### src/rtl/tes_pkg.sv
package tes_pkg;

   localparam int DEFAULT_TAB_WIDTH = 8;
   localparam int MAX_STOPS = 6;
   localparam int COLUMN_MAX = 4095;

   localparam int NUM_STOPS = 6;
   localparam int STOP_W = 12;
   localparam int COUNT_W = 3;
   localparam int BYTE_W = 8;
   localparam int CSR_INDEX_W = 3;
   localparam int CSR_DATA_W = 12;
   localparam int RUN_LIMIT = 64;
   localparam int RUN_W = 7;

   localparam logic [BYTE_W-1:0] CH_TAB = 8'd9;
   localparam logic [BYTE_W-1:0] CH_NEWLINE = 8'd10;
   localparam logic [BYTE_W-1:0] CH_SPACE = 8'd32;

   localparam logic [CSR_INDEX_W-1:0] CSR_STOP_COUNT = 3'd0;
   localparam logic [CSR_INDEX_W-1:0] CSR_STOP_A = 3'd1;
   localparam logic [CSR_INDEX_W-1:0] CSR_STOP_B = 3'd2;
   localparam logic [CSR_INDEX_W-1:0] CSR_STOP_C = 3'd3;
   localparam logic [CSR_INDEX_W-1:0] CSR_STOP_D = 3'd4;
   localparam logic [CSR_INDEX_W-1:0] CSR_STOP_E = 3'd5;
   localparam logic [CSR_INDEX_W-1:0] CSR_STOP_F = 3'd6;

   typedef logic [STOP_W-1:0] stop_type;

   // programmed stops with their quotients by the default width
   typedef struct packed {
      logic [COUNT_W-1:0] stop_count;
      stop_type [NUM_STOPS-1:0] stop;
      stop_type [NUM_STOPS-1:0] quot;
   } csr_type;

endpackage

### src/rtl/tes_req_if.sv
interface tes_req_if;
   logic valid;
   logic ready;
   logic [tes_pkg::BYTE_W-1:0] in_byte;

   modport source (output valid, output in_byte, input ready);
   modport sink (input valid, input in_byte, output ready);
endinterface

### src/rtl/tes_rsp_if.sv
interface tes_rsp_if;
   logic valid;
   logic ready;
   logic [tes_pkg::BYTE_W-1:0] out_byte;
   logic last_of_run;

   modport source (output valid, output out_byte, output last_of_run, input ready);
   modport sink (input valid, input out_byte, input last_of_run, output ready);
endinterface

### src/rtl/tes_csr.sv
module tes_csr #(
   parameter int DEFAULT_TAB_WIDTH = tes_pkg::DEFAULT_TAB_WIDTH
) (
   input  logic clock,
   input  logic reset,
   input  logic csr_we,
   input  logic [tes_pkg::CSR_INDEX_W-1:0] csr_index,
   input  logic [tes_pkg::CSR_DATA_W-1:0] csr_data,
   output tes_pkg::csr_type csr_out
);

   localparam int SHIFT_W = (DEFAULT_TAB_WIDTH > 1) ? $clog2(DEFAULT_TAB_WIDTH) : 0;
   localparam int SH = tes_pkg::STOP_W + SHIFT_W;
   localparam int RECIP = ((1 << SH) + DEFAULT_TAB_WIDTH - 1) / DEFAULT_TAB_WIDTH;
   localparam int RECIP_W = tes_pkg::STOP_W + 2;
   localparam int PROD_W = tes_pkg::STOP_W + RECIP_W;

   logic [tes_pkg::COUNT_W-1:0] stop_count_ff, stop_count_in;
   tes_pkg::stop_type [tes_pkg::NUM_STOPS-1:0] stop_ff, stop_in;
   tes_pkg::stop_type [tes_pkg::NUM_STOPS-1:0] quot_ff, quot_in;

   always_comb begin
      stop_count_in = stop_count_ff;
      stop_in = stop_ff;
      if (csr_we) begin
         unique case (csr_index)
            tes_pkg::CSR_STOP_COUNT: stop_count_in = csr_data[tes_pkg::COUNT_W-1:0];
            tes_pkg::CSR_STOP_A: stop_in[0] = csr_data;
            tes_pkg::CSR_STOP_B: stop_in[1] = csr_data;
            tes_pkg::CSR_STOP_C: stop_in[2] = csr_data;
            tes_pkg::CSR_STOP_D: stop_in[3] = csr_data;
            tes_pkg::CSR_STOP_E: stop_in[4] = csr_data;
            tes_pkg::CSR_STOP_F: stop_in[5] = csr_data;
            default: ;
         endcase
      end
   end

   // quotient by reciprocal multiply, exact over the whole stop range
   always_comb begin
      logic [PROD_W-1:0] prod;
      for (int i = 0; i < tes_pkg::NUM_STOPS; i++) begin
         prod = PROD_W'(stop_ff[i]) * PROD_W'(RECIP_W'(RECIP));
         quot_in[i] = tes_pkg::STOP_W'(prod >> SH);
      end
   end

   always_ff @(posedge clock) begin
      if (reset) begin
         stop_count_ff <= '0;
         stop_ff <= '0;
         quot_ff <= '0;
      end else begin
         stop_count_ff <= stop_count_in;
         stop_ff <= stop_in;
         quot_ff <= quot_in;
      end
   end

   assign csr_out.stop_count = stop_count_ff;
   assign csr_out.stop = stop_ff;
   assign csr_out.quot = quot_ff;

endmodule

### src/rtl/tes_stop_find.sv
module tes_stop_find #(
   parameter int DEFAULT_TAB_WIDTH = tes_pkg::DEFAULT_TAB_WIDTH,
   parameter int MAX_STOPS = tes_pkg::MAX_STOPS,
   parameter int COLUMN_MAX = tes_pkg::COLUMN_MAX,
   localparam int COL_W = $clog2(COLUMN_MAX + 1),
   localparam int REM_W = (DEFAULT_TAB_WIDTH > 1) ? $clog2(DEFAULT_TAB_WIDTH) : 1
) (
   input  tes_pkg::csr_type csr,
   input  logic [COL_W-1:0] column,
   input  logic [REM_W-1:0] rem,
   output logic [COL_W-1:0] next_column,
   output logic [REM_W-1:0] next_rem,
   output logic [tes_pkg::RUN_W-1:0] run
);

   localparam int CMP_W = (COL_W > tes_pkg::STOP_W) ? COL_W : tes_pkg::STOP_W;
   localparam int TGT_W = CMP_W + 1;
   localparam int CMAX_REM = COLUMN_MAX % DEFAULT_TAB_WIDTH;

   logic [tes_pkg::COUNT_W-1:0] used;
   logic [TGT_W-1:0] col_ext;
   logic [TGT_W-1:0] target;
   logic [TGT_W-1:0] run_full;
   logic found;
   tes_pkg::stop_type found_stop;
   logic [REM_W-1:0] found_rem;

   assign col_ext = TGT_W'(column);
   assign used = (csr.stop_count > tes_pkg::COUNT_W'(MAX_STOPS)) ?
                 tes_pkg::COUNT_W'(MAX_STOPS) : csr.stop_count;

   // first stop above the column and not below the stop before it
   always_comb begin
      tes_pkg::stop_type prev_stop;
      tes_pkg::stop_type prod;
      tes_pkg::stop_type diff;
      found = 1'b0;
      found_stop = '0;
      found_rem = '0;
      prev_stop = '0;
      for (int i = 0; i < MAX_STOPS; i++) begin
         prod = tes_pkg::STOP_W'(csr.quot[i] * tes_pkg::STOP_W'(DEFAULT_TAB_WIDTH));
         diff = csr.stop[i] - prod;
         if (!found && (tes_pkg::COUNT_W'(i) < used) &&
             (col_ext < TGT_W'(csr.stop[i])) && (col_ext >= TGT_W'(prev_stop))) begin
            found = 1'b1;
            found_stop = csr.stop[i];
            found_rem = diff[REM_W-1:0];
         end
         prev_stop = csr.stop[i];
      end
   end

   assign target = found ? TGT_W'(found_stop) :
                   col_ext - TGT_W'(rem) + TGT_W'(DEFAULT_TAB_WIDTH);
   assign run_full = target - col_ext;

   always_comb begin
      if (target > TGT_W'(COLUMN_MAX)) begin
         next_column = COL_W'(COLUMN_MAX);
         next_rem = REM_W'(CMAX_REM);
      end else begin
         next_column = target[COL_W-1:0];
         next_rem = found ? found_rem : '0;
      end
      if (run_full > TGT_W'(tes_pkg::RUN_LIMIT)) begin
         run = tes_pkg::RUN_W'(tes_pkg::RUN_LIMIT);
      end else if (run_full == '0) begin
         run = tes_pkg::RUN_W'(1);
      end else begin
         run = run_full[tes_pkg::RUN_W-1:0];
      end
   end

endmodule

### src/rtl/tab_expander_custom_stops_core.sv
// tab expander with programmable tab stops
// req_if carries one byte per transfer, rsp_if one output byte per transfer
// with last_of_run high on the final byte that a request byte produces
// a tab gives a run of 1 to 64 spaces up to the next stop, any other byte
// passes through once; newline returns the column to zero
// stops and their count are written on the csr port (index 0 count, 1 to 6
// the stops); the user must write them only while the block holds no
// work, which the block itself does not enforce
// a byte taken on req_if goes through the input register, then the result
// register; throughput: one byte per cycle for plain bytes while rsp_if
// is ready; a tab holds the result register until its whole run has
// left, while the input register still takes the next byte
// a stalled rsp_if holds the result register and its byte; req_if.ready
// drops once the input register is also full
// reset (synchronous) empties both registers and clears the column, the
// stop count and all stops
module tab_expander_custom_stops_core #(
   parameter int DEFAULT_TAB_WIDTH = tes_pkg::DEFAULT_TAB_WIDTH,
   parameter int MAX_STOPS = tes_pkg::MAX_STOPS,
   parameter int COLUMN_MAX = tes_pkg::COLUMN_MAX
) (
   input  logic clock,
   input  logic reset,
   tes_req_if.sink req_if,
   tes_rsp_if.source rsp_if,
   input  logic csr_we,
   input  logic [tes_pkg::CSR_INDEX_W-1:0] csr_index,
   input  logic [tes_pkg::CSR_DATA_W-1:0] csr_data
);

   localparam int COL_W = $clog2(COLUMN_MAX + 1);
   localparam int REM_W = (DEFAULT_TAB_WIDTH > 1) ? $clog2(DEFAULT_TAB_WIDTH) : 1;

   tes_pkg::csr_type csr;

   logic s1_valid_ff, s1_valid_in;
   logic [tes_pkg::BYTE_W-1:0] s1_byte_ff, s1_byte_in;
   logic s2_valid_ff, s2_valid_in;
   logic [tes_pkg::BYTE_W-1:0] s2_byte_ff, s2_byte_in;
   logic [tes_pkg::RUN_W-1:0] s2_count_ff, s2_count_in;
   logic [COL_W-1:0] column_ff, column_in;
   logic [REM_W-1:0] rem_ff, rem_in;

   logic [COL_W-1:0] tab_column;
   logic [REM_W-1:0] tab_rem;
   logic [tes_pkg::RUN_W-1:0] tab_run;

   logic s2_last;
   logic s2_free;
   logic s1_move;
   logic req_take;
   logic is_tab;

   tes_csr #(
      .DEFAULT_TAB_WIDTH(DEFAULT_TAB_WIDTH)
   ) u_csr (
      .clock(clock),
      .reset(reset),
      .csr_we(csr_we),
      .csr_index(csr_index),
      .csr_data(csr_data),
      .csr_out(csr)
   );

   tes_stop_find #(
      .DEFAULT_TAB_WIDTH(DEFAULT_TAB_WIDTH),
      .MAX_STOPS(MAX_STOPS),
      .COLUMN_MAX(COLUMN_MAX)
   ) u_stop_find (
      .csr(csr),
      .column(column_ff),
      .rem(rem_ff),
      .next_column(tab_column),
      .next_rem(tab_rem),
      .run(tab_run)
   );

   assign s2_last = (s2_count_ff == tes_pkg::RUN_W'(1));
   assign s2_free = !s2_valid_ff || (rsp_if.ready && s2_last);
   assign s1_move = s1_valid_ff && s2_free;
   assign req_if.ready = !s1_valid_ff || s2_free;
   assign req_take = req_if.valid && req_if.ready;
   assign is_tab = (s1_byte_ff == tes_pkg::CH_TAB);

   always_comb begin
      s1_valid_in = s1_valid_ff;
      s1_byte_in = s1_byte_ff;
      if (req_take) begin
         s1_valid_in = 1'b1;
         s1_byte_in = req_if.in_byte;
      end else if (s1_move) begin
         s1_valid_in = 1'b0;
      end
   end

   always_comb begin
      s2_valid_in = s2_valid_ff;
      s2_byte_in = s2_byte_ff;
      s2_count_in = s2_count_ff;
      column_in = column_ff;
      rem_in = rem_ff;
      if (s1_move) begin
         s2_valid_in = 1'b1;
         if (is_tab) begin
            s2_byte_in = tes_pkg::CH_SPACE;
            s2_count_in = tab_run;
            column_in = tab_column;
            rem_in = tab_rem;
         end else begin
            s2_byte_in = s1_byte_ff;
            s2_count_in = tes_pkg::RUN_W'(1);
            if (s1_byte_ff == tes_pkg::CH_NEWLINE) begin
               column_in = '0;
               rem_in = '0;
            end else if (column_ff < COL_W'(COLUMN_MAX)) begin
               column_in = column_ff + COL_W'(1);
               rem_in = (rem_ff == REM_W'(DEFAULT_TAB_WIDTH - 1)) ? '0 : rem_ff + REM_W'(1);
            end
         end
      end else if (s2_valid_ff && rsp_if.ready) begin
         if (s2_last) begin
            s2_valid_in = 1'b0;
         end else begin
            s2_count_in = s2_count_ff - tes_pkg::RUN_W'(1);
         end
      end
   end

   always_ff @(posedge clock) begin
      if (reset) begin
         s1_valid_ff <= 1'b0;
         s2_valid_ff <= 1'b0;
         column_ff <= '0;
         rem_ff <= '0;
      end else begin
         s1_valid_ff <= s1_valid_in;
         s2_valid_ff <= s2_valid_in;
         column_ff <= column_in;
         rem_ff <= rem_in;
      end
   end

   always_ff @(posedge clock) begin
      s1_byte_ff <= s1_byte_in;
      s2_byte_ff <= s2_byte_in;
      s2_count_ff <= s2_count_in;
   end

   assign rsp_if.valid = s2_valid_ff;
   assign rsp_if.out_byte = s2_byte_ff;
   assign rsp_if.last_of_run = s2_last;

endmodule

### src/flat_wrapper.sv
// flat-port wrapper written by rule: the top's interface ports become plain ports
module tab_expander_custom_stops_core_flat 
#(
   parameter int DEFAULT_TAB_WIDTH = tes_pkg::DEFAULT_TAB_WIDTH,
   parameter int MAX_STOPS = tes_pkg::MAX_STOPS,
   parameter int COLUMN_MAX = tes_pkg::COLUMN_MAX
)
  (clock, reset, csr_we, csr_index, csr_data, req_if_valid, req_if_in_byte, req_if_ready, rsp_if_valid, rsp_if_out_byte, rsp_if_last_of_run, rsp_if_ready);
  tes_req_if req_if_i ();
  tes_rsp_if rsp_if_i ();
  input  logic clock;
  input  logic reset;
  input  logic csr_we;
  input  logic [tes_pkg::CSR_INDEX_W-1:0] csr_index;
  input  logic [tes_pkg::CSR_DATA_W-1:0] csr_data;
  input wire logic [$bits(req_if_i.valid)-1:0] req_if_valid;
  input wire logic [$bits(req_if_i.in_byte)-1:0] req_if_in_byte;
  output wire logic [$bits(req_if_i.ready)-1:0] req_if_ready;
  output wire logic [$bits(rsp_if_i.valid)-1:0] rsp_if_valid;
  output wire logic [$bits(rsp_if_i.out_byte)-1:0] rsp_if_out_byte;
  output wire logic [$bits(rsp_if_i.last_of_run)-1:0] rsp_if_last_of_run;
  input wire logic [$bits(rsp_if_i.ready)-1:0] rsp_if_ready;
  assign req_if_i.valid = req_if_valid;
  assign req_if_i.in_byte = req_if_in_byte;
  assign req_if_ready = req_if_i.ready;
  assign rsp_if_valid = rsp_if_i.valid;
  assign rsp_if_out_byte = rsp_if_i.out_byte;
  assign rsp_if_last_of_run = rsp_if_i.last_of_run;
  assign rsp_if_i.ready = rsp_if_ready;
  tab_expander_custom_stops_core #(.DEFAULT_TAB_WIDTH(DEFAULT_TAB_WIDTH), .MAX_STOPS(MAX_STOPS), .COLUMN_MAX(COLUMN_MAX)) u_core (.clock(clock), .reset(reset), .req_if(req_if_i), .rsp_if(rsp_if_i), .csr_we(csr_we), .csr_index(csr_index), .csr_data(csr_data));
endmodule
### config.mk
export PLATFORM = sky130hd
export DESIGN_NAME = tab_expander_custom_stops_core_flat
export DESIGN_NICKNAME = d
export VERILOG_FILES = /design/src/rtl/tes_pkg.sv /design/src/rtl/tes_req_if.sv /design/src/rtl/tes_rsp_if.sv /design/src/rtl/tes_csr.sv /design/src/rtl/tes_stop_find.sv /design/src/rtl/tab_expander_custom_stops_core.sv /design/src/flat_wrapper.sv
export SDC_FILE = /design/constraint.sdc
export NUM_CORES = 1
export LEC_CHECK = 0
export ABC_AREA = 0
export BUFFER_PORTS_ARGS = -buffer_cell sky130_fd_sc_hd__buf_4
export CAP_MARGIN = 15
export CORE_ASPECT_RATIO = 2
export CORE_UTILIZATION = 25
export CTS_BUF_LIST = sky130_fd_sc_hd__clkbuf_4 sky130_fd_sc_hd__clkbuf_8
export DETAILED_ROUTE_END_ITERATION = 7
export GPL_ROUTABILITY_DRIVEN = 0
export PLACE_DENSITY = 0.45
export SLEW_MARGIN = 20
export SYNTH_ARGS = -nofsm -noshare
export SYNTH_HDL_FRONTEND = slang
export SYNTH_HIERARCHICAL = 1
export SYNTH_SLANG_ARGS = --single-unit
### constraint.sdc
create_clock -name clock -period 6.8 [get_ports clock]
set_input_delay 1.7 -clock clock [delete_from_list [all_inputs] [get_ports clock]]
set_output_delay 1.7 -clock clock [all_outputs]
set_load 0.02 [all_outputs]
==> key figures <==
Run status
  • Status: completed

Route
  • Vias/cell: ~5.0
  • Final WL: around 32 mm
  • DR WL/cell: about 20 um
  • Routed vias: about 7700
  • First-pass DRT Iterations: 4
  • Initial DRC Count: between 300 and 400
  • Antenna viol nets, final: 0
  • Remaining DRCs: 0

Die
  • # rows: slightly below 100
  • DIE AREA: around 37000 um2
  • Core Box Area: 35200 um2
  • Die Y: around 270 um
  • Ports: 39
  • Die width: 136 um
  • Initial Utilization: 0.255

Clock tree
  • CTS max path bufs: 2
  • H-tree depth: 4
  • Clock slew at reported path FFs: around 90 ps
  • Root Driver: clkbuf_8
  • Post-CTS Hold Fix Bufs: 0
  • Clock latency reported for the late side of the worst-skew pair: about 480 ps
  • CTS tree: yes
  • CTS buffer count: 17
  • Setup Buffers After CTS: 0
  • Clock Sinks: around 120
  • CTS resizes: 0

Power
  • Switching portion of total power: 0.379
  • Leak: roughly 4.3 nW
  • NetSw: around 0.9 mW
  • Peak supply drop: a little over 0.1 mV
  • Pwr/cell area: roughly 240 nW/um2
  • Comb power frac: 0.376
  • Reg power frac: 0.313
  • Final Power: around 2.4 mW
  • Int Pwr: between 1.5 and 2 mW
  • Clk pwr share: 0.311

Global route
  • Total gr overflow: 0
  • Initial antenna violation count: 1
  • Overall Global Routing Usage: 0.179
  • Largest net degree at the start of global routing: between 60 and 70
  • Vias in the first global route: between 8000 and 9000
  • First-pass GRT wire length: 47.7 mm

Timing
  • Worst slew pin tran: 1010 ps
  • Setup TNS after final layout: 0 ps
  • Max Clock Skew: around 22 ps
  • Final Cycle Share: 0.907
  • Post-layout min period: about 6200 ps
  • Endpoints failing hold: 0
  • Final Max Slew Viols: 0
  • RSZ-0062 raised after global routing: false
  • Fmax: 0.162 GHz
  • Slew margin rel.: 0.310
  • Endpoints failing setup: 0

Hold path
  • Worst hold endpoint: u_core/rsp_if.out_byte[2]$_SDFFCE_PP0N_
  • Hold wc startpoint: u_core/s1_byte_ff[2]$_DFFE_PP_
  • Worst min path class: flop to flop
  • Hold Crit Depth: 0

Layout
  • FILL cells: roughly 3800
  • Layout overhead on the synthesized area: 14.4%
  • Non-Filler Instances: between 1500 and 2000
  • Area of the multi-input gates: between 5000 and 6000 um2
  • Layout cells sized above 1: 0.112
  • Final net count: 1222
  • Storage element area: about 2500 um2

Critical path
  • FF-to-FF End: u_core/s2_count_ff[6]$_DFFE_PP_
  • CP Class: flop to flop
  • CP most frequent cell: a21oi_1
  • CP bufs+invs: 0
  • Slowest CP cell: dfxtp_1
  • CP Max Fanout: 11
  • Arrival @ worst endpoint: about 6400 ps
  • R2r setup slk: ~630 ps
  • FF-to-FF path depth: 21
  • Endpoint type of the worst setup path: flop
  • Critical path's top delay family: compound AO/OA/AOI/OAI gates
  • CP required: between 7000 and 8000 ps
  • Crit path cell chain: ha_1 > a21oi_1 > a21oi_1 > or3_4 > o21a_1 > nor3_2 > o221a_2 > a2bb2oi_1 > nand2_1 > ha_1 > nor2b_1 > o21ai_0 > a21boi_0 > o21bai_1 > a21oi_1 > a22oi_1 > mux2_2 > nand3_1 > or3_1 > nand3_1 > o21ai_0
  • Reg-to-Reg Start: u_core/column_ff[7]$_SDFFE_PP0P_
  • Slowest Stage Delay on Critical Path: 690 ps
  • Startpoint Class: flop

Run
  • Max_cap viols: 0

Placed design
  • Inst Count DP: 1515
  • Port bufs: 38
  • HPWL Detailed: 25.3 mm

Yosys
  • Synthesized area: between 8000 and 9000 um2
  • Mean Syn Cell Area: between 8 and 9 um2
  • Synthesis warning total: 6
  • Syn Nets: roughly 1200
  • Mapped Cells: approximately 1100
[layer usage]
| layer | vias to the layer above | wire (um) | share of wire | track usage |
|---|---|---|---|---|
| li1 | 3812 | - | - | - |
| met1 | 3705 | 10100 | 0.32 | 0.151 |
| met2 | 145 | 18500 | 0.58 | 0.359 |
| met3 | 87 | 627 | 0.020 | 0.0218 |
| met4 | 0 | 2450 | 0.077 | 0.141 |
| met5 | - | 0 | 0 | 0 |
[power groups by stage]
stage	sequential, mW	combinational [mW]	clock [mW]
global route	0.770	1.02	0.811
finish	0.765	0.921	0.760
global placement	0.781	0.907	0
detailed placement	0.782	0.915	0
floorplan	0.773	0.639	0
CTS	0.766	0.920	0.783
[worst max path at each step]
stage | start | to | slack [ps] | cells past startpoint
final | u_core/column_ff[7]$_SDFFE_PP0P_ | u_core/s2_count_ff[6]$_DFFE_PP_ | 630 | 21
after floorplan | u_core/column_ff[1]$_SDFFE_PP0P_ | u_core/s2_count_ff[6]$_DFFE_PP_ | 1610 | 24
after CTS | u_core/column_ff[7]$_SDFFE_PP0P_ | u_core/s2_count_ff[6]$_DFFE_PP_ | 640 | 21
after global routing | u_core/column_ff[7]$_SDFFE_PP0P_ | u_core/s2_count_ff[6]$_DFFE_PP_ | 250 | 21
after detailed placement | u_core/column_ff[7]$_SDFFE_PP0P_ | u_core/s2_count_ff[6]$_DFFE_PP_ | 640 | 21
after global placement | u_core/column_ff[7]$_SDFFE_PP0P_ | u_core/s2_count_ff[6]$_DFFE_PP_ | 750 | 21
[final cells by class]
| type | instances | area share |
|---|---|---|
| Tap cell | 445 | 0.0541 |
| Multi-Input combinational cell | 792 | 0.573 |
| Antenna cell | 1 | 0.000243 |
| Clock buffer | 19 | 0.0254 |
| Sequential cell | 115 | 0.246 |
| Clock inverter | 13 | 0.0190 |
| Inverter | 101 | 0.0369 |
| Timing Repair Buffer | 62 | 0.0453 |
[worst reg2reg max path, delay by kind of cell (launching register included)]
kind / cells / cell delay [ps]
AO/OA/AOI/OAI: 11 / 2370
flip-flops: 1 / 690
adder cells (fa/ha/maj): 2 / 650
multiplexers: 1 / 250
AND/OR/NAND/NOR: 7 / 1960
[cell usage in the layout (no fill, tap or decap), types with 12 or more instances in the layout]
cell type	instances
nand2_1	63
mux2i_1	80
nand2b_1	101
o21ai_1	13
nor3_1	19
nor2_1	59
clkbuf_8	19
buf_4	62
nor2b_1	14
ha_1	103
dfxtp_1	92
and2_1	13
a311oi_1	12
xnor2_1	13
o21ai_0	37
a21oi_1	49
edfxtp_1	23
inv_1	101
xor2_1	13
nand4_1	16
nand3_1	39
[per-stage QoR]
stage	util	area (um2)	setup slack (ps)	hold WS [ps]
after detailed placement	0.279	9820	638	443
after CTS	0.292	10300	644	442
after global placement	0.279	9820	748	437
after global routing	0.292	10300	250	448
final	0.292	10300	631	432
after floorplan	-	8990	1610	449
[sequential cells by signal, summed over array words and instances, names as in the netlist]
signal / count
u_core/s2_count_ff: 7
u_core/s1_byte_ff: 8
u_core/rsp_if.valid: 1
u_core/u_csr/csr_out: 72
u_core/column_ff: 12
u_core/rem_ff: 3
u_core/s1_valid_ff: 1
u_core/u_csr/stop_count_ff: 3
u_core/rsp_if.out_byte: 8
Note: power is estimated with default switching activity, not from simulation.
